`src/sv/sss_pkg.sv`:
```
`timescale 1ns / 1ps
package sss_pkg;

  localparam int unsigned TmrW = 16;
  localparam int unsigned DivW = 8;
  localparam int unsigned CfgIdxW = 3;
  localparam int unsigned CfgDataW = 16;

  // Configuration register indexes
  localparam logic [CfgIdxW-1:0] REG_TICK_DIVISOR = 3'd0;
  localparam logic [CfgIdxW-1:0] REG_C1_WAIT = 3'd1;
  localparam logic [CfgIdxW-1:0] REG_C1_LOW_TIME = 3'd2;
  localparam logic [CfgIdxW-1:0] REG_C1_HIGH_TIME = 3'd3;
  localparam logic [CfgIdxW-1:0] REG_C2_WAIT = 3'd4;
  localparam logic [CfgIdxW-1:0] REG_SHAFT_DELAY = 3'd5;
  localparam logic [CfgIdxW-1:0] REG_SHAFT_LOW_TIME = 3'd6;

  // Reset values of the configuration registers
  localparam logic [DivW-1:0] RST_TICK_DIVISOR = 8'd4;
  localparam logic [TmrW-1:0] RST_C1_WAIT = 16'd114;
  localparam logic [TmrW-1:0] RST_C1_LOW_TIME = 16'd10;
  localparam logic [TmrW-1:0] RST_C1_HIGH_TIME = 16'd120;
  localparam logic [TmrW-1:0] RST_C2_WAIT = 16'd240;
  localparam logic [TmrW-1:0] RST_SHAFT_DELAY = 16'd100;
  localparam logic [TmrW-1:0] RST_SHAFT_LOW_TIME = 16'd1186;

  // Per-item control shared by the three sequencers
  typedef struct packed {
    logic adv;   // item moves from the input stage to the result register
    logic step;  // millisecond step on this item
    logic pwr;
    logic s1;
    logic s2;
  } step_ctrl_t;

  function automatic logic [TmrW-1:0] tmr_dec(input logic [TmrW-1:0] t, input logic step);
    if (step && (t != '0)) begin
      return t - TmrW'(1);
    end
    return t;
  endfunction

endpackage

```
`src/sv/sss_in_if.sv`:
```
`timescale 1ns / 1ps
interface sss_in_if;
  logic valid;
  logic ready;
  logic power_level;
  logic solenoid1_level;
  logic solenoid2_level;
  logic tick;

  modport source (output valid, output power_level, output solenoid1_level,
                  output solenoid2_level, output tick, input ready);
  modport sink (input valid, input power_level, input solenoid1_level,
                input solenoid2_level, input tick, output ready);
endinterface

```
`src/sv/sss_out_if.sv`:
```
`timescale 1ns / 1ps
interface sss_out_if;
  logic valid;
  logic ready;
  logic curtain1_level;
  logic curtain2_level;
  logic shaft_level;

  modport source (output valid, output curtain1_level, output curtain2_level,
                  output shaft_level, input ready);
  modport sink (input valid, input curtain1_level, input curtain2_level,
                input shaft_level, output ready);
endinterface

```
`src/sv/sss_prescale.sv`:
```
`timescale 1ns / 1ps
module sss_prescale (
  input  logic                     clk,
  input  logic                     rst_n,
  input  logic                     adv,
  input  logic                     tick,
  input  logic [sss_pkg::DivW-1:0] divisor,
  output logic                     step
);

  logic [sss_pkg::DivW-1:0] cnt_r;
  logic [sss_pkg::DivW-1:0] cnt_nxt;
  logic [sss_pkg::DivW:0]   cnt_inc;

  always_comb begin
    cnt_inc = {1'b0, cnt_r} + (sss_pkg::DivW+1)'(1);
    step    = 1'b0;
    cnt_nxt = cnt_r;
    if (tick) begin
      if (cnt_inc >= {1'b0, divisor}) begin
        step    = 1'b1;
        cnt_nxt = '0;
      end else begin
        cnt_nxt = cnt_inc[sss_pkg::DivW-1:0];
      end
    end
  end

  always_ff @(posedge clk) begin
    if (!rst_n) begin
      cnt_r <= '0;
    end else if (adv) begin
      cnt_r <= cnt_nxt;
    end
  end

endmodule

```
`src/sv/sss_curtain1.sv`:
```
`timescale 1ns / 1ps
module sss_curtain1 (
  input  logic                     clk,
  input  logic                     rst_n,
  input  sss_pkg::step_ctrl_t      ctrl,
  input  logic [sss_pkg::TmrW-1:0] wait_time,
  input  logic [sss_pkg::TmrW-1:0] low_time,
  input  logic [sss_pkg::TmrW-1:0] high_time,
  output logic                     line_nxt
);

  typedef enum logic [2:0] {
    PH_POWER, PH_SOL1, PH_SOL2, PH_WAIT, PH_LOW, PH_HIGH, PH_DOWN
  } phase_t;

  phase_t                   phase_r, phase_nxt;
  logic [sss_pkg::TmrW-1:0] tmr_r, tmr_nxt;
  logic                     line_r;

  always_comb begin
    phase_nxt = phase_r;
    tmr_nxt   = sss_pkg::tmr_dec(tmr_r, ctrl.step);
    line_nxt  = line_r;
    case (phase_r)
      PH_POWER: if (ctrl.pwr) begin
        line_nxt  = 1'b1;
        phase_nxt = PH_SOL1;
      end
      PH_SOL1: if (ctrl.s1) begin
        phase_nxt = PH_SOL2;
      end
      PH_SOL2: if (ctrl.s2) begin
        phase_nxt = PH_WAIT;
        tmr_nxt   = wait_time;
      end
      PH_WAIT: if (tmr_nxt == '0) begin
        line_nxt  = 1'b0;
        phase_nxt = PH_LOW;
        tmr_nxt   = low_time;
      end
      PH_LOW: if (tmr_nxt == '0) begin
        line_nxt  = 1'b1;
        phase_nxt = PH_HIGH;
        tmr_nxt   = high_time;
      end
      PH_HIGH: if (tmr_nxt == '0) begin
        line_nxt  = 1'b0;
        phase_nxt = PH_DOWN;
      end
      PH_DOWN: if (!ctrl.pwr) begin
        phase_nxt = PH_POWER;
      end
      default: phase_nxt = PH_POWER;
    endcase
  end

  always_ff @(posedge clk) begin
    if (!rst_n) begin
      phase_r <= PH_POWER;
      tmr_r   <= '0;
      line_r  <= 1'b0;
    end else if (ctrl.adv) begin
      phase_r <= phase_nxt;
      tmr_r   <= tmr_nxt;
      line_r  <= line_nxt;
    end
  end

endmodule

```
`src/sv/sss_curtain2.sv`:
```
`timescale 1ns / 1ps
module sss_curtain2 (
  input  logic                     clk,
  input  logic                     rst_n,
  input  sss_pkg::step_ctrl_t      ctrl,
  input  logic [sss_pkg::TmrW-1:0] wait_time,
  output logic                     line_nxt
);

  typedef enum logic [1:0] {PH_POWER, PH_SOL2, PH_WAIT, PH_DOWN} phase_t;

  phase_t                   phase_r, phase_nxt;
  logic [sss_pkg::TmrW-1:0] tmr_r, tmr_nxt;
  logic                     line_r;

  always_comb begin
    phase_nxt = phase_r;
    tmr_nxt   = sss_pkg::tmr_dec(tmr_r, ctrl.step);
    line_nxt  = line_r;
    case (phase_r)
      PH_POWER: if (ctrl.pwr) begin
        line_nxt  = 1'b1;
        phase_nxt = PH_SOL2;
      end
      PH_SOL2: if (ctrl.s2) begin
        phase_nxt = PH_WAIT;
        tmr_nxt   = wait_time;
      end
      PH_WAIT: if (tmr_nxt == '0) begin
        line_nxt  = 1'b0;
        phase_nxt = PH_DOWN;
      end
      default: if (!ctrl.pwr) begin
        phase_nxt = PH_POWER;
      end
    endcase
  end

  always_ff @(posedge clk) begin
    if (!rst_n) begin
      phase_r <= PH_POWER;
      tmr_r   <= '0;
      line_r  <= 1'b0;
    end else if (ctrl.adv) begin
      phase_r <= phase_nxt;
      tmr_r   <= tmr_nxt;
      line_r  <= line_nxt;
    end
  end

endmodule

```
`src/sv/sss_shaft.sv`:
```
`timescale 1ns / 1ps
module sss_shaft (
  input  logic                     clk,
  input  logic                     rst_n,
  input  sss_pkg::step_ctrl_t      ctrl,
  input  logic [sss_pkg::TmrW-1:0] delay_time,
  input  logic [sss_pkg::TmrW-1:0] low_time,
  output logic                     line_nxt
);

  typedef enum logic [1:0] {PH_POWER, PH_DELAY, PH_LOW, PH_DOWN} phase_t;

  phase_t                   phase_r, phase_nxt;
  logic [sss_pkg::TmrW-1:0] tmr_r, tmr_nxt;
  logic                     line_r;

  always_comb begin
    phase_nxt = phase_r;
    tmr_nxt   = sss_pkg::tmr_dec(tmr_r, ctrl.step);
    line_nxt  = line_r;
    case (phase_r)
      PH_POWER: if (ctrl.pwr) begin
        phase_nxt = PH_DELAY;
        tmr_nxt   = delay_time;
      end
      PH_DELAY: if (tmr_nxt == '0) begin
        line_nxt  = 1'b0;
        phase_nxt = PH_LOW;
        tmr_nxt   = low_time;
      end
      PH_LOW: if (tmr_nxt == '0) begin
        line_nxt  = 1'b1;
        phase_nxt = PH_DOWN;
      end
      default: if (!ctrl.pwr) begin
        phase_nxt = PH_POWER;
      end
    endcase
  end

  always_ff @(posedge clk) begin
    if (!rst_n) begin
      phase_r <= PH_POWER;
      tmr_r   <= '0;
      line_r  <= 1'b1;
    end else if (ctrl.adv) begin
      phase_r <= phase_nxt;
      tmr_r   <= tmr_nxt;
      line_r  <= line_nxt;
    end
  end

endmodule

```
`src/sv/shutter_signal_sequencer_top.sv`:
```
`timescale 1ns / 1ps
// Shutter signal sequencer. Each transfer on in_ch samples the power and
// solenoid levels and may carry a base tick; each yields exactly one transfer
// on out_ch with the driven curtain 1, curtain 2 and shaft levels after that
// item. Every tick_divisor-th tick (a divisor of 0 acts as 1) counts the
// three nonzero 16-bit timers down by one before the sequencers act. The
// block takes one item per clock cycle while the result side is not stalled;
// each item passes through the input register and the result register, with
// the prescaler and all three sequencer steps in the logic between them.
// Write configuration (cfg_we, cfg_idx, cfg_wdata) only while no item
// is in flight; indexes beyond the register list are ignored.
module shutter_signal_sequencer_top (
  input  logic                         clk,
  input  logic                         rst_n,
  sss_in_if.sink                       in_ch,
  sss_out_if.source                    out_ch,
  input  logic                         cfg_we,
  input  logic [sss_pkg::CfgIdxW-1:0]  cfg_idx,
  input  logic [sss_pkg::CfgDataW-1:0] cfg_wdata
);

  // Configuration registers
  logic [sss_pkg::DivW-1:0] tick_div_r;
  logic [sss_pkg::TmrW-1:0] c1_wait_r, c1_low_r, c1_high_r;
  logic [sss_pkg::TmrW-1:0] c2_wait_r, sh_delay_r, sh_low_r;

  // Input stage
  logic in_vld_r;
  logic pwr_r, s1_r, s2_r, tick_r;

  // Result register
  logic out_vld_r;
  logic c1_r, c2_r, sh_r;

  logic                out_free;
  logic                adv;
  logic                step;
  logic                c1_nxt, c2_nxt, sh_nxt;
  sss_pkg::step_ctrl_t ctrl;

  // Advance the held item whenever the result register is empty or drains
  assign out_free    = !out_vld_r || out_ch.ready;
  assign adv         = in_vld_r && out_free;
  assign in_ch.ready = !in_vld_r || adv;

  always_ff @(posedge clk) begin
    if (!rst_n) begin
      tick_div_r <= sss_pkg::RST_TICK_DIVISOR;
      c1_wait_r  <= sss_pkg::RST_C1_WAIT;
      c1_low_r   <= sss_pkg::RST_C1_LOW_TIME;
      c1_high_r  <= sss_pkg::RST_C1_HIGH_TIME;
      c2_wait_r  <= sss_pkg::RST_C2_WAIT;
      sh_delay_r <= sss_pkg::RST_SHAFT_DELAY;
      sh_low_r   <= sss_pkg::RST_SHAFT_LOW_TIME;
    end else if (cfg_we) begin
      case (cfg_idx)
        sss_pkg::REG_TICK_DIVISOR:   tick_div_r <= cfg_wdata[sss_pkg::DivW-1:0];
        sss_pkg::REG_C1_WAIT:        c1_wait_r  <= cfg_wdata;
        sss_pkg::REG_C1_LOW_TIME:    c1_low_r   <= cfg_wdata;
        sss_pkg::REG_C1_HIGH_TIME:   c1_high_r  <= cfg_wdata;
        sss_pkg::REG_C2_WAIT:        c2_wait_r  <= cfg_wdata;
        sss_pkg::REG_SHAFT_DELAY:    sh_delay_r <= cfg_wdata;
        sss_pkg::REG_SHAFT_LOW_TIME: sh_low_r   <= cfg_wdata;
        default: ; // drop writes beyond the register list
      endcase
    end
  end

  // Input register: capture on transfer, hold while the result side stalls
  always_ff @(posedge clk) begin
    if (!rst_n) begin
      in_vld_r <= 1'b0;
    end else if (in_ch.ready) begin
      in_vld_r <= in_ch.valid;
    end
  end

  always_ff @(posedge clk) begin
    if (in_ch.valid && in_ch.ready) begin
      pwr_r  <= in_ch.power_level;
      s1_r   <= in_ch.solenoid1_level;
      s2_r   <= in_ch.solenoid2_level;
      tick_r <= in_ch.tick;
    end
  end

  // Prescaler first, so the timers step before the sequencers look at them
  sss_prescale u_prescale (
    .clk     (clk),
    .rst_n   (rst_n),
    .adv     (adv),
    .tick    (tick_r),
    .divisor (tick_div_r),
    .step    (step)
  );

  always_comb begin
    ctrl.adv  = adv;
    ctrl.step = step;
    ctrl.pwr  = pwr_r;
    ctrl.s1   = s1_r;
    ctrl.s2   = s2_r;
  end

  sss_curtain1 u_curtain1 (
    .clk       (clk),
    .rst_n     (rst_n),
    .ctrl      (ctrl),
    .wait_time (c1_wait_r),
    .low_time  (c1_low_r),
    .high_time (c1_high_r),
    .line_nxt  (c1_nxt)
  );

  sss_curtain2 u_curtain2 (
    .clk       (clk),
    .rst_n     (rst_n),
    .ctrl      (ctrl),
    .wait_time (c2_wait_r),
    .line_nxt  (c2_nxt)
  );

  // Shaft drives only its own line
  sss_shaft u_shaft (
    .clk        (clk),
    .rst_n      (rst_n),
    .ctrl       (ctrl),
    .delay_time (sh_delay_r),
    .low_time   (sh_low_r),
    .line_nxt   (sh_nxt)
  );

  // Result register: load the new levels on advance, clear once transferred
  always_ff @(posedge clk) begin
    if (!rst_n) begin
      out_vld_r <= 1'b0;
    end else if (out_free) begin
      out_vld_r <= adv;
    end
  end

  always_ff @(posedge clk) begin
    if (adv) begin
      c1_r <= c1_nxt;
      c2_r <= c2_nxt;
      sh_r <= sh_nxt;
    end
  end

  assign out_ch.valid          = out_vld_r;
  assign out_ch.curtain1_level = c1_r;
  assign out_ch.curtain2_level = c2_r;
  assign out_ch.shaft_level    = sh_r;

  // An advanced item always reaches the result register
  a_adv_fills_out: assert property (@(posedge clk) disable iff (!rst_n)
    adv |=> out_ch.valid)
    else $error("advanced item did not reach the result register");

  // A held item is never dropped while the result side stalls
  a_hold_input: assert property (@(posedge clk) disable iff (!rst_n)
    in_vld_r && !adv |=> in_vld_r)
    else $error("input stage lost an item");

  // A result transfer with nothing behind it empties the result register
  a_no_repeat: assert property (@(posedge clk) disable iff (!rst_n)
    out_ch.valid && out_ch.ready && !adv |=> !out_ch.valid)
    else $error("result repeated after transfer");

endmodule

```
`src/flat_wrapper.sv`:
```
// flat-port wrapper written by rule: the top's interface ports become plain ports
module shutter_signal_sequencer_top_flat 
  (clk, rst_n, cfg_we, cfg_idx, cfg_wdata, in_ch_valid, in_ch_power_level, in_ch_solenoid1_level, in_ch_solenoid2_level, in_ch_tick, in_ch_ready, out_ch_valid, out_ch_curtain1_level, out_ch_curtain2_level, out_ch_shaft_level, out_ch_ready);
  sss_in_if in_ch_i ();
  sss_out_if out_ch_i ();
  input  logic clk;
  input  logic rst_n;
  input  logic cfg_we;
  input  logic [sss_pkg::CfgIdxW-1:0] cfg_idx;
  input  logic [sss_pkg::CfgDataW-1:0] cfg_wdata;
  input wire logic [$bits(in_ch_i.valid)-1:0] in_ch_valid;
  input wire logic [$bits(in_ch_i.power_level)-1:0] in_ch_power_level;
  input wire logic [$bits(in_ch_i.solenoid1_level)-1:0] in_ch_solenoid1_level;
  input wire logic [$bits(in_ch_i.solenoid2_level)-1:0] in_ch_solenoid2_level;
  input wire logic [$bits(in_ch_i.tick)-1:0] in_ch_tick;
  output wire logic [$bits(in_ch_i.ready)-1:0] in_ch_ready;
  output wire logic [$bits(out_ch_i.valid)-1:0] out_ch_valid;
  output wire logic [$bits(out_ch_i.curtain1_level)-1:0] out_ch_curtain1_level;
  output wire logic [$bits(out_ch_i.curtain2_level)-1:0] out_ch_curtain2_level;
  output wire logic [$bits(out_ch_i.shaft_level)-1:0] out_ch_shaft_level;
  input wire logic [$bits(out_ch_i.ready)-1:0] out_ch_ready;
  assign in_ch_i.valid = in_ch_valid;
  assign in_ch_i.power_level = in_ch_power_level;
  assign in_ch_i.solenoid1_level = in_ch_solenoid1_level;
  assign in_ch_i.solenoid2_level = in_ch_solenoid2_level;
  assign in_ch_i.tick = in_ch_tick;
  assign in_ch_ready = in_ch_i.ready;
  assign out_ch_valid = out_ch_i.valid;
  assign out_ch_curtain1_level = out_ch_i.curtain1_level;
  assign out_ch_curtain2_level = out_ch_i.curtain2_level;
  assign out_ch_shaft_level = out_ch_i.shaft_level;
  assign out_ch_i.ready = out_ch_ready;
  shutter_signal_sequencer_top u_core (.clk(clk), .rst_n(rst_n), .in_ch(in_ch_i), .out_ch(out_ch_i), .cfg_we(cfg_we), .cfg_idx(cfg_idx), .cfg_wdata(cfg_wdata));
endmodule
```
`config.mk`:
```
export PLATFORM = sky130hd
export DESIGN_NAME = shutter_signal_sequencer_top_flat
export DESIGN_NICKNAME = d
export VERILOG_FILES = /design/src/sv/sss_pkg.sv /design/src/sv/sss_in_if.sv /design/src/sv/sss_out_if.sv /design/src/sv/sss_prescale.sv /design/src/sv/sss_curtain1.sv /design/src/sv/sss_curtain2.sv /design/src/sv/sss_shaft.sv /design/src/sv/shutter_signal_sequencer_top.sv /design/src/flat_wrapper.sv
export SDC_FILE = /design/constraint.sdc
export NUM_CORES = 1
export LEC_CHECK = 0
export ABC_AREA = 1
export BUFFER_PORTS_ARGS = -buffer_cell sky130_fd_sc_hd__buf_2
export CORE_ASPECT_RATIO = 1.25
export CORE_MARGIN = 1
export CORE_UTILIZATION = 55
export CTS_CLUSTER_DIAMETER = 40
export DETAILED_ROUTE_END_ITERATION = 8
export GPL_TIMING_DRIVEN = 0
export PLACE_DENSITY = 0.7
export SYNTH_ARGS = -nofsm -noshare
export SYNTH_HDL_FRONTEND = slang
export SYNTH_SLANG_ARGS = --single-unit
```
`constraint.sdc`:
```
create_clock -name clk -period 7.2 [get_ports clk]
set_clock_uncertainty 0.1 [all_clocks]
set_input_delay 1.44 -clock clk [delete_from_list [all_inputs] [get_ports clk]]
set_output_delay 1.44 -clock clk [all_outputs]
set_load 0.01 [all_outputs]
```
==> metrics.md, run 1 <==
| Metric | Value |
|---|---|
| Drt pass-1 iters | `5` |
| Clock Latency Late Sink | `440 ps` |
| Post-CTS Setup Bufs | `0` |
| Die Span Y | `152 um` |
| Leak pwr | `0.00498 uW` |
| Design area | `0.0110 mm2` |
| Ys flop type | `dfxtp_1` |
| Met3 usage | `4.57%` |
| Max-cap violation count | `0` |
| R2r worst-path depth | `25` |
| Ports | `33` |
| PostCTS Resize Cnt | `0` |
| CP max stage delay | `410 ps` |
| CP dominant cell by count | `nand2_1` |
| CP Capture Type | `register` |
| Number of synthesized register bits | `179` |
| Fraction of layout cells with a size suffix above 1 | `8.56%` |
| Busiest layer in global routing | `met2` |
| PortBufs | `31` |
| Worst slew pin tran | `770 ps` |
| Die area | `0.0186 mm2` |
| Min Hold Slack | `349 ps` |
| Min-Delay Endpoint | `u_core.c1_high_r[15]` |
| Mapped Cells | `1503` |
| R2R Setup Slk | `3230 ps` |
| ANT nets after route | `0` |
| Tightest Hold Check Type | `register to register` |
| CP Class | `register to register` |
| Total Wirelength | `29700 um` |
| CTS clk-pin slew, worst paths | `70 ps` |
| Net Sw Frac | `34.0%` |
| Layout net count | `1601` |
| Synth async-reset ratio | `0%` |
| Worst setup margin | `3230 ps` |
| FMAX | `252 MHz` |
| CP max FO | `10` |
| CP delay by family, top | `simple AND/OR/NAND/NOR gates` |
| RSZ-0062 raised after global routing | `false` |
| Pin count of the biggest net entering global routing | `18` |
| DRC Markers | `0` |
| Unique masters post-synth | `43` |
| Antenna violations before repair | `0` |
| ANT cells | `0` |
| Status | `completed` |
| Starting Density | `56.7%` |
| Startpoint Class | `register` |
| Die Width | `122 um` |
| Via count | `9880` |
| Period utilisation layout | `55.2%` |
| Syn Nets | `1551` |
| RR Startpoint | `u_core.u_prescale.cnt_r[0]` |
| GRT met2 Usage | `54.1%` |
| Crit path time final | `3970 ps` |
| Seq pwr share | `41.2%` |
| CTS tree | `yes` |
| Switching pwr | `894 uW` |
| First-pass GRT wire length | `47500 um` |
| Ys Warns | `0` |
| Core Area | `0.0176 mm2` |
| Slew headroom | `48.6%` |
| Post-synth EDFFs | `7` |
| Hold Buf Count CTS | `0` |
| Comb pwr share | `23.4%` |
| Fin. max-slew vios | `0` |
| CTS H-Tree Depth | `4` |
| Vias per inst | `5.52` |
| Post-synth design cell area | `0.00996 mm2` |
| CP Data Required Time | `7430 ps` |
| Grt ovf | `0` |
| Detail Placement HPWL | `22000 um` |
| Min-delay src | `u_core.c1_high_r[15]` |
| Routing usage on met1 | `42.8%` |
| Clk root buf | `clkbuf_16` |
| Setup violators final | `0` |
| Most frequent cells in the layout | `nand2_1, nor2_1, dfxtp_1` |
| Clock power share | `35.4%` |
| Total GRT Usage | `33.1%` |
| DR WL/cell | `16.6 um` |
| Area growth, synth to finish | `10.2%` |
| Sequential element share of the synthesized area | `36.7%` |
| Pint | `1740 uW` |
| Crit-path slowest cell | `dfxtp_1` |
| Commonest non-fill, non-tap cell in the layout | `nand2_1` |
| Avg Inst Size Synth | `6.62 um2` |
| Clk sinks | `179` |
| Worst Hold Depth | `2` |
| Num CTS Buffers | `17` |
| CP bufs+invs | `2` |
| Fin Setup TNS | `0 ps` |
| Setup WS pre-CTS | `3230 ps` |
| Placed cell area | `0.0104 mm2` |
| GP Congestion | `0.958` |
| Hold Fails Final Rpt | `0` |
| Vias in the first global route | `9292` |
| Clock Tree Buf Depth | `2` |
| Placement row count | `54` |
| Pwr dens | `240 mW/mm2` |
| PnR Total Power | `2630 uW` |
| Reg2reg end | `u_core.u_shaft.tmr_r[11]` |
| Maximum VDD drop | `0.000143 V` |
| First DRT Iteration DRCs | `749` |
| WP data arrival | `4200 ps` |
-- flip-flops by register name, indices dropped and copies added, names as in the netlist, 2 cells and up --
register	cells
u_core.sh_delay_r	16
u_core.u_curtain2.phase_r	2
u_core.c1_wait_r	16
u_core.u_shaft.tmr_r	16
u_core.u_curtain1.phase_r	3
u_core.u_curtain1.tmr_r	16
u_core.u_shaft.phase_r	2
u_core.c1_high_r	16
u_core.tick_div_r	8
u_core.c1_low_r	16
u_core.c2_wait_r	16
u_core.u_curtain2.tmr_r	16
u_core.sh_low_r	16
u_core.u_prescale.cnt_r	8
-- worst reg2reg max path, delay by kind of cell (launching register included) --
kind,cells,cell delay [ps]
AOI/OAI and AO/OA,2,260
xor gates and xnor gates,1,190
adders and majority gates,2,540
buffers and inverters,2,460
DFF,1,410
and+or+nand+nor,18,1900
-- power by group through the flow --
stage / sequential [uW] / combinational [uW] / clock [uW]
after global routing: 1090 / 694 / 971
after detailed placement: 1110 / 608 / 0
after CTS: 1080 / 612 / 930
final: 1090 / 616 / 931
after global placement: 1110 / 602 / 0
after floorplan: 1100 / 459 / 0
-- how the worst max path moves through the flow --
stage,slack (ps),start,cells after the start,to
floorplan,4000,u_core.u_prescale.cnt_r[0],27,u_core.u_curtain1.tmr_r[11]
global placement,3240,u_core.u_prescale.cnt_r[0],25,u_core.u_shaft.tmr_r[11]
detailed placement,3230,u_core.u_prescale.cnt_r[0],25,u_core.u_shaft.tmr_r[11]
CTS,3210,u_core.u_prescale.cnt_r[0],25,u_core.u_shaft.tmr_r[11]
global route,2850,u_core.u_prescale.cnt_r[0],29,u_core.u_curtain2.phase_r[0]
finish,3230,u_core.u_prescale.cnt_r[0],25,u_core.u_shaft.tmr_r[11]
-- metrics by stage --
stage / util (%) / std cells
final: 62.4 / 1790
after global routing: 62.4 / 1790
after CTS: 62.4 / 1790
after detailed placement: 59.2 / 1758
after global placement: 59.2 / 1758
after floorplan: - / 1503
-- cell families after synthesis --
| logic type | Yosys count | share of synthesized area (%) |
|---|---|---|
| AOI/OAI and AO/OA | 311 | 16.7 |
| buffers and inverters | 181 | 7.69 |
| and+or+nand+nor | 763 | 32.1 |
| adders and majority gates | 20 | 2.51 |
| xor gates and xnor gates | 49 | 4.31 |
| DFF | 179 | 36.7 |
-- synth_stat cells (10+ instances only) --
cell type  instances  area, um2
nand3_1           68        340
a21oi_2           10       87.6
inv_1            101        379
xor2_1            30        263
dfxtp_1          172       3440
nand4_1           19        119
ha_1              20        250
a21oi_1           95        475
o21ai_1           21        105
nand2_1          314       1180
nand2_2           20        125
clkbuf_1          54        203
xnor2_1           19        166
o21ai_0          166        831
nor3_1            16       80.1
nor2_1           301       1130
-- layout make-up --
type	count	area (um2)
buffer	72	357
clock buffer	18	429
clock inverter	14	148
fill	1772	6600
inverter	109	409
multi-input combinational	1143	5540
sequential	179	3650
tap	224	280
timing repair buffer	31	155
-- routing by layer --
metal | part of all wire (%) | wire (um)
met1 | 44 | 13100
met2 | 47 | 13900
met3 | 5.5 | 1620
met4 | 3.5 | 1050
met5 | 0 | 0
Power figures use the tool's default switching activity.
==> run 2, diff against run 1 <==
--- a/config.mk
+++ b/config.mk
@@ -5,7 +5,7 @@
 export SDC_FILE = /design/constraint.sdc
 export NUM_CORES = 1
 export LEC_CHECK = 0
-export ABC_AREA = 1
+export ABC_AREA = 0
 export BUFFER_PORTS_ARGS = -buffer_cell sky130_fd_sc_hd__buf_2
 export CORE_ASPECT_RATIO = 1.25
 export CORE_MARGIN = 1
==> constraint.sdc (replaced) <==
create_clock -name clk -period 3.7 [get_ports clk]
set_clock_uncertainty 0.1 [all_clocks]
set_input_delay 0.74 -clock clk [delete_from_list [all_inputs] [get_ports clk]]
set_output_delay 0.74 -clock clk [all_outputs]
set_load 0.01 [all_outputs]
==> metrics.md, run 2 <==
| Metric | Value |
|---|---|
| Vias per inst | `6.41` |
| Worst slew pin tran | `1010 ps` |
| Die Width | `120 um` |
| Number of synthesized register bits | `179` |
| DR WL/cell | `21.0 um` |
| CP Class | `register to register` |
| Avg Inst Size Synth | `7.48 um2` |
| Synth top area share | `35.8%` |
| CP Data Required Time | `3770 ps` |
| Unique masters post-synth | `79` |
| Min Hold Slack | `355 ps` |
| WP data arrival | `3910 ps` |
| Layout net count | `1405` |
| Met1 wire length | `13100 um` |
| Core Area | `0.0170 mm2` |
| CP Capture Type | `register` |
| Period utilisation layout | `104%` |
| Grt ovf | `0` |
| Post-synth design cell area | `0.00962 mm2` |
| Die area | `0.0180 mm2` |
| Area growth, synth to finish | `16.3%` |
| Clock Latency Late Sink | `440 ps` |
| Reg2reg end | `u_core.out_ch.shaft_level` |
| CTS clk-pin slew, worst paths | `70 ps` |
| Status | `complete, but fails checks` |
| CP max FO | `8` |
| Ys flop type | `dfxtp_1` |
| RSZ-0062 raised after global routing | `true` |
| CP bufs+invs | `2` |
| Detail Placement HPWL | `23300 um` |
| Slew headroom | `32.4%` |
| Total GRT Usage | `37.3%` |
| Fin. max-slew vios | `0` |
| Worst Hold Depth | `2` |
| CP delay by family, top | `simple AND/OR/NAND/NOR gates` |
| Pin count of the biggest net entering global routing | `17` |
| Post-synth EDFFs | `7` |
| Hold Fails Final Rpt | `0` |
| Fraction of layout cells with a size suffix above 1 | `12.0%` |
| ANT cells | `0` |
| Failing checks | `setup timing` |
| CTS tree | `yes` |
| Starting Density | `56.7%` |
| Fin Setup TNS | `-722 ps` |
| First-pass GRT wire length | `51000 um` |
| Most frequent cells in the layout | `nand2_1, dfxtp_1, a21oi_1` |
| Clk root buf | `clkbuf_16` |
| Clk sinks | `179` |
| Tightest Hold Check Type | `register to register` |
| Crit-path slowest cell | `or4_1` |
| Vias in the first global route | `9255` |
| Crit path time final | `3840 ps` |
| Startpoint Class | `register` |
| Max-cap violation count | `0` |
| Die Span Y | `150 um` |
| Clock Tree Buf Depth | `2` |
| Min-delay src | `u_core.tick_div_r[5]` |
| Mapped Cells | `1286` |
| R2r worst-path depth | `14` |
| Placement row count | `53` |
| Min-Delay Endpoint | `u_core.tick_div_r[5]` |
| Synth area leaders | `dfxtp_1, nand2_1, a21oi_1, nand3_1, o21ai_0` |
| Antenna violations before repair | `0` |
| PnR Total Power | `4680 uW` |
| Num CTS Buffers | `17` |
| PortBufs | `29` |
| CTS H-Tree Depth | `4` |
| Total of fill cells in the finished design | `1546` |
| Worst-path cell chain | `nand4_1 -> nor2_1 -> xor2_1 -> ha_1 -> o21bai_1 -> a211o_4 -> o21ai_4 -> buf_6 -> or4_4 -> nand4_1 -> or4_1 -> buf_6 -> o211ai_1 -> nand3_2` |
| Setup WS pre-CTS | `-1160 ps` |
| Drt pass-1 iters | `7` |
| Setup violators final | `16` |
| Top post-synthesis cells by count | `nand2_1, dfxtp_1, a21oi_1, nor2_1, clkbuf_1` |
| R2R Setup Slk | `-140 ps` |
| Worst setup margin | `-136 ps` |
| CP max stage delay | `530 ps` |
| FMAX | `261 MHz` |
| Ports | `33` |
| Met2 wire length | `15700 um` |
| Sequential element share of the synthesized area | `38.0%` |
| Synth area leader | `dfxtp_1` |
| ANT nets after route | `0` |
| Commonest non-fill, non-tap cell in the layout | `nand2_1` |
| Highest metal used | `met4` |
| Maximum VDD drop | `0.000316 V` |
| First DRT Iteration DRCs | `1178` |
| Met3 WL | `3000 um` |
| Leak pwr | `0.00400 uW` |
| Library cell with the highest instance count after synthesis | `nand2_1` |
| Total Wirelength | `33400 um` |
| GP Congestion | `0.967` |
| Pwr dens | `418 mW/mm2` |
| DRC Markers | `0` |
| Ys Warns | `0` |
| Synth async-reset ratio | `0%` |
| RR Startpoint | `u_core.u_prescale.cnt_r[5]` |
| Via count | `10187` |
| Syn Nets | `1334` |
-- run 2: cell types whose count changed after synthesis, sizes merged, moves of 14 or more --
cell | previous run | this run
xor2 | 30 | 11
inv | 103 | 30
or4 | 0 | 16
nand2 | 336 | 295
nor3 | 16 | 31
nand2b | 0 | 16
o21ai | 195 | 62
a21oi | 105 | 154
nor2 | 306 | 77
and2 | 1 | 15
a22o | 0 | 18
-- run 2: area by class of cell --
class / instances / area (um2) / share of cell area (%)
plain buffers: 84 / 380 / 3.40
well taps: 220 / 275 / 2.46
clock buffers: 21 / 470 / 4.20
clock inverters: 11 / 118 / 1.05
multi-input cells: 991 / 5790 / 51.7
inverters: 31 / 116 / 1.04
repair buffers: 53 / 373 / 3.33
flip-flops and latches: 179 / 3670 / 32.8
-- run 2: worst max-delay path by stage --
| stage | startpoint | endpoint | slack [ps] | cells past startpoint |
|---|---|---|---|---|
| 6_report | u_core.u_prescale.cnt_r[5] | u_core.out_ch.shaft_level | -140 | 14 |
| 3_3_place_gp | u_core.u_prescale.cnt_r[0] | u_core.out_ch.shaft_level | -1130 | 12 |
| 5_1_grt | u_core.u_prescale.cnt_r[5] | u_core.out_ch.shaft_level | -260 | 14 |
| 3_5_place_dp | u_core.u_prescale.cnt_r[0] | u_core.out_ch.shaft_level | -1160 | 12 |
| 4_1_cts | u_core.u_prescale.cnt_r[0] | u_core.out_ch.shaft_level | -80 | 14 |
| 2_1_floorplan | u_core.u_prescale.cnt_r[2] | u_core.out_ch.curtain2_level | 120 | 14 |
-- run 2: layer usage --
metal  vias up  GRT usage, %
li1       4744             -
met1      4745          47.7
met2       578          61.4
met3       120          5.03
met4         0          18.6
met5         -             0
-- run 2: power breakdown --
group          total [uW]  internal (uW)  switching [uW]  leakage [uW]
clock network        1830            998             837      0.000283
logic                 802            256             546       0.00226
registers            2040           2000            47.9       0.00147
-- run 2: worst reg2reg max path, cell delays in order, from the launching register on --
cell and delay [ps]:
dfxtp_2 370, nand4_1 170, nor2_1 190, xor2_1 120
ha_1 220, o21bai_1 210, a211o_4 390, o21ai_4 330
buf_6 160, or4_4 120, nand4_1 120, or4_1 530
buf_6 160, o211ai_1 230, nand3_2 150
-- run 2: cells by family (layout without fill, tap and decap cells) --
group / count (synthesis) / after routing / share of synthesized area [%]
AO/OA/AOI/OAI: 362 / 362 / 23.8
XOR/XNOR: 19 / 19 / 1.73
adder cells (fa/ha/maj): 20 / 20 / 2.60
buffers and inverters: 116 / 200 / 4.86
flip-flops: 179 / 179 / 38.0
multiplexers: 7 / 7 / 0.728
AND/OR/NAND/NOR: 583 / 583 / 28.4
-- run 2: through the flow --
| stage | instances | instance area, um2 | utilization (%) |
|---|---|---|---|
| finish | 1590 | 11200 | 66.0 |
| global route | 1590 | 11200 | 66.0 |
| CTS | 1584 | 11000 | 64.5 |
| detailed placement | 1535 | 10000 | 59.2 |
| global placement | 1535 | 10000 | 59.2 |
| floorplan | 1286 | 9620 | - |
-- run 2: what timing repair did --
| item | in CTS | in global routing |
|---|---|---|
| resized for setup | 49 | 42 |
| endpoints found under the setup margin | 60 | 40 |
| endpoints found under the hold margin | 0 | 0 |
| setup buffers | 16 | 8 |
| pin swaps | 11 | 25 |
| gates cloned | 1 | 0 |
| hold buffers | 0 | 0 |
==> run 3, diff against run 2 <==
--- a/config.mk
+++ b/config.mk
@@ -5,13 +5,14 @@
 export SDC_FILE = /design/constraint.sdc
 export NUM_CORES = 1
 export LEC_CHECK = 0
-export ABC_AREA = 0
+export ABC_AREA = 1
 export BUFFER_PORTS_ARGS = -buffer_cell sky130_fd_sc_hd__buf_2
 export CORE_ASPECT_RATIO = 1.25
 export CORE_MARGIN = 1
 export CORE_UTILIZATION = 55
 export CTS_CLUSTER_DIAMETER = 40
 export DETAILED_ROUTE_END_ITERATION = 8
+export GPL_ROUTABILITY_DRIVEN = 0
 export GPL_TIMING_DRIVEN = 0
 export PLACE_DENSITY = 0.7
 export SYNTH_ARGS = -nofsm -noshare
==> metrics.md, run 3 (same netlist as run 1, synthesis figures left out) <==
| Metric | Value |
|---|---|
| CTS tree | `yes` |
| WP data arrival | `3750 ps` |
| Commonest non-fill, non-tap cell in the layout | `nand2_1` |
| Comb pwr share | `25.1%` |
| Antenna violations before repair | `0` |
| DRC Markers | `0` |
| Total Wirelength | `30200 um` |
| FMAX | `284 MHz` |
| Setup violators final | `0` |
| Ports | `33` |
| Slew headroom | `47.6%` |
| Period utilisation layout | `95.1%` |
| Design area | `0.0112 mm2` |
| Fin Setup TNS | `0 ps` |
| Maximum VDD drop | `0.000280 V` |
| CP dominant cell by count | `nand2_2` |
| Pin count of the biggest net entering global routing | `20` |
| CP Class | `register to register` |
| Hold Buf Count CTS | `0` |
| Tightest Hold Check Type | `register to register` |
| Clock Tree Buf Depth | `2` |
| Placed cell area | `0.0104 mm2` |
| Drt pass-1 iters | `7` |
| Die Span Y | `152 um` |
| CP Data Required Time | `3930 ps` |
| Switching pwr | `1780 uW` |
| Worst slew pin tran | `786 ps` |
| First-pass GRT wire length | `47600 um` |
| Core Area | `0.0176 mm2` |
| Fraction of layout cells with a size suffix above 1 | `10.5%` |
| CTS H-Tree Depth | `4` |
| Area growth, synth to finish | `12.6%` |
| ANT cells | `0` |
| CTS clk-pin slew, worst paths | `70 ps` |
| Pwr dens | `466 mW/mm2` |
| Placement row count | `54` |
| CP delay by family, top | `simple AND/OR/NAND/NOR gates` |
| Clk root buf | `clkbuf_16` |
| Crit-path slowest cell | `dfxtp_4` |
| Clock power share | `34.5%` |
| CP max stage delay | `370 ps` |
| Status | `completed` |
| First DRT Iteration DRCs | `809` |
| RSZ-0062 raised after global routing | `true` |
| CP max FO | `10` |
| Net Sw Frac | `34.1%` |
| Crit path time final | `3520 ps` |
| Detail Placement HPWL | `22000 um` |
| Pint | `3440 uW` |
| Worst-path cell chain | `ha_4 -> nand3_4 -> nor2_4 -> xor2_2 -> ha_1 -> a21oi_1 -> nand2_2 -> nand2_2 -> nand2_4 -> buf_4 -> clkbuf_16 -> nand4_1 -> nand2_1 -> nor2_1 -> nand2_1 -> nor2_4 -> nand2_4 -> nand2_2 -> nand2_2 -> buf_4 -> o21ai_1 -> a21oi_1` |
| DR WL/cell | `16.8 um` |
| CP bufs+invs | `3` |
| Most frequent cells in the layout | `nand2_1, nor2_1, dfxtp_1` |
| Total of fill cells in the finished design | `1743` |
| Vias in the first global route | `9296` |
| Grt ovf | `0` |
| CP Capture Type | `register` |
| PortBufs | `31` |
| Die Width | `122 um` |
| Num CTS Buffers | `17` |
| Layout net count | `1613` |
| Clock Latency Late Sink | `440 ps` |
| Max-cap violation count | `0` |
| Die area | `0.0186 mm2` |
| ANT nets after route | `0` |
| Startpoint Class | `register` |
| Clk sinks | `179` |
| Via count | `9908` |
| Vias per inst | `5.50` |
| Starting Density | `56.7%` |
| Fin. max-slew vios | `0` |
| Total GRT Usage | `33.2%` |
| Seq pwr share | `40.5%` |
| Hold Fails Final Rpt | `0` |
| Leak pwr | `0.00507 uW` |
[run 3: cell types whose count changed in the layout (fill, tap and decap cells not counted), sizes merged, moves of 14 or more]
cell    before  now
a21oi      154  105
a22o        18    0
and2        15    1
buf         73   58
inv         34  109
nand2      295  336
nand2b      16    0
nor2        77  306
nor3        31   16
o21ai       62  195
or4         16    0
xor2        11   30
[run 3: metrics by stage]
step	instances	power [uW]	hold WS [ps]	util, %	setup WS [ps]
after detailed placement	1758	3340	339	59.2	-270
after global placement	1758	3320	334	59.2	-256
after CTS	1792	5140	349	62.8	-1.20
after global routing	1802	5480	371	63.8	-34.7
after floorplan	1503	3030	324	-	504
final	1802	5230	348	63.8	182
[run 3: path summary, 6_finish.rpt]
check,startpoint,slack (ps),cells after the start,to
setup / recovery,u_core.u_prescale.cnt_r[0],180,22,u_core.u_shaft.tmr_r[11]
hold / removal,u_core.c1_high_r[15],350,2,u_core.c1_high_r[15]
setup reg to reg,u_core.u_prescale.cnt_r[0],180,22,u_core.u_shaft.tmr_r[11]
hold reg to reg,u_core.c1_high_r[15],350,2,u_core.c1_high_r[15]
[run 3: repair_timing]
item | 4_1_cts | 5_1_grt
hold endpoints to repair | 0 | 0
resized for setup | 15 | 22
setup buffers | 3 | 7
cloned | 0 | 3
pin swaps | 3 | 5
setup endpoints to repair | 41 | 44
[run 3: worst min-delay path: stages, from the launching register on]
cell	delay, ps
dfxtp_1	300
inv_1	50
a21oi_1	50
[run 3: final cells by class]
type / instances / area, um2 / share of cell area [%]
buffer: 71 / 359 / 3.20
clock buffer: 18 / 429 / 3.83
timing repair buffer: 43 / 260 / 2.32
clock inverter: 14 / 148 / 1.32
tap: 224 / 280 / 2.50
inverter: 109 / 409 / 3.65
sequential: 179 / 3660 / 32.6
multi-input combinational: 1144 / 5670 / 50.5
[run 3: per-layer routing]
metal / global-route usage [%] / wire, um / vias to the layer above
met4: 15.0 / 1090 / 0
met2: 54.3 / 14200 / 333
met1: 43.2 / 13100 / 4507
li1: - / - / 4998
met3: 4.04 / 1810 / 70
met5: 0 / 0 / -
[run 3: power groups by stage]
stage	clock [uW]	sequential, uW	combinational [uW]
finish	1800	2110	1310
global route	1890	2130	1460
CTS	1810	2110	1210
detailed placement	0	2150	1180
global placement	0	2150	1170
floorplan	0	2130	894
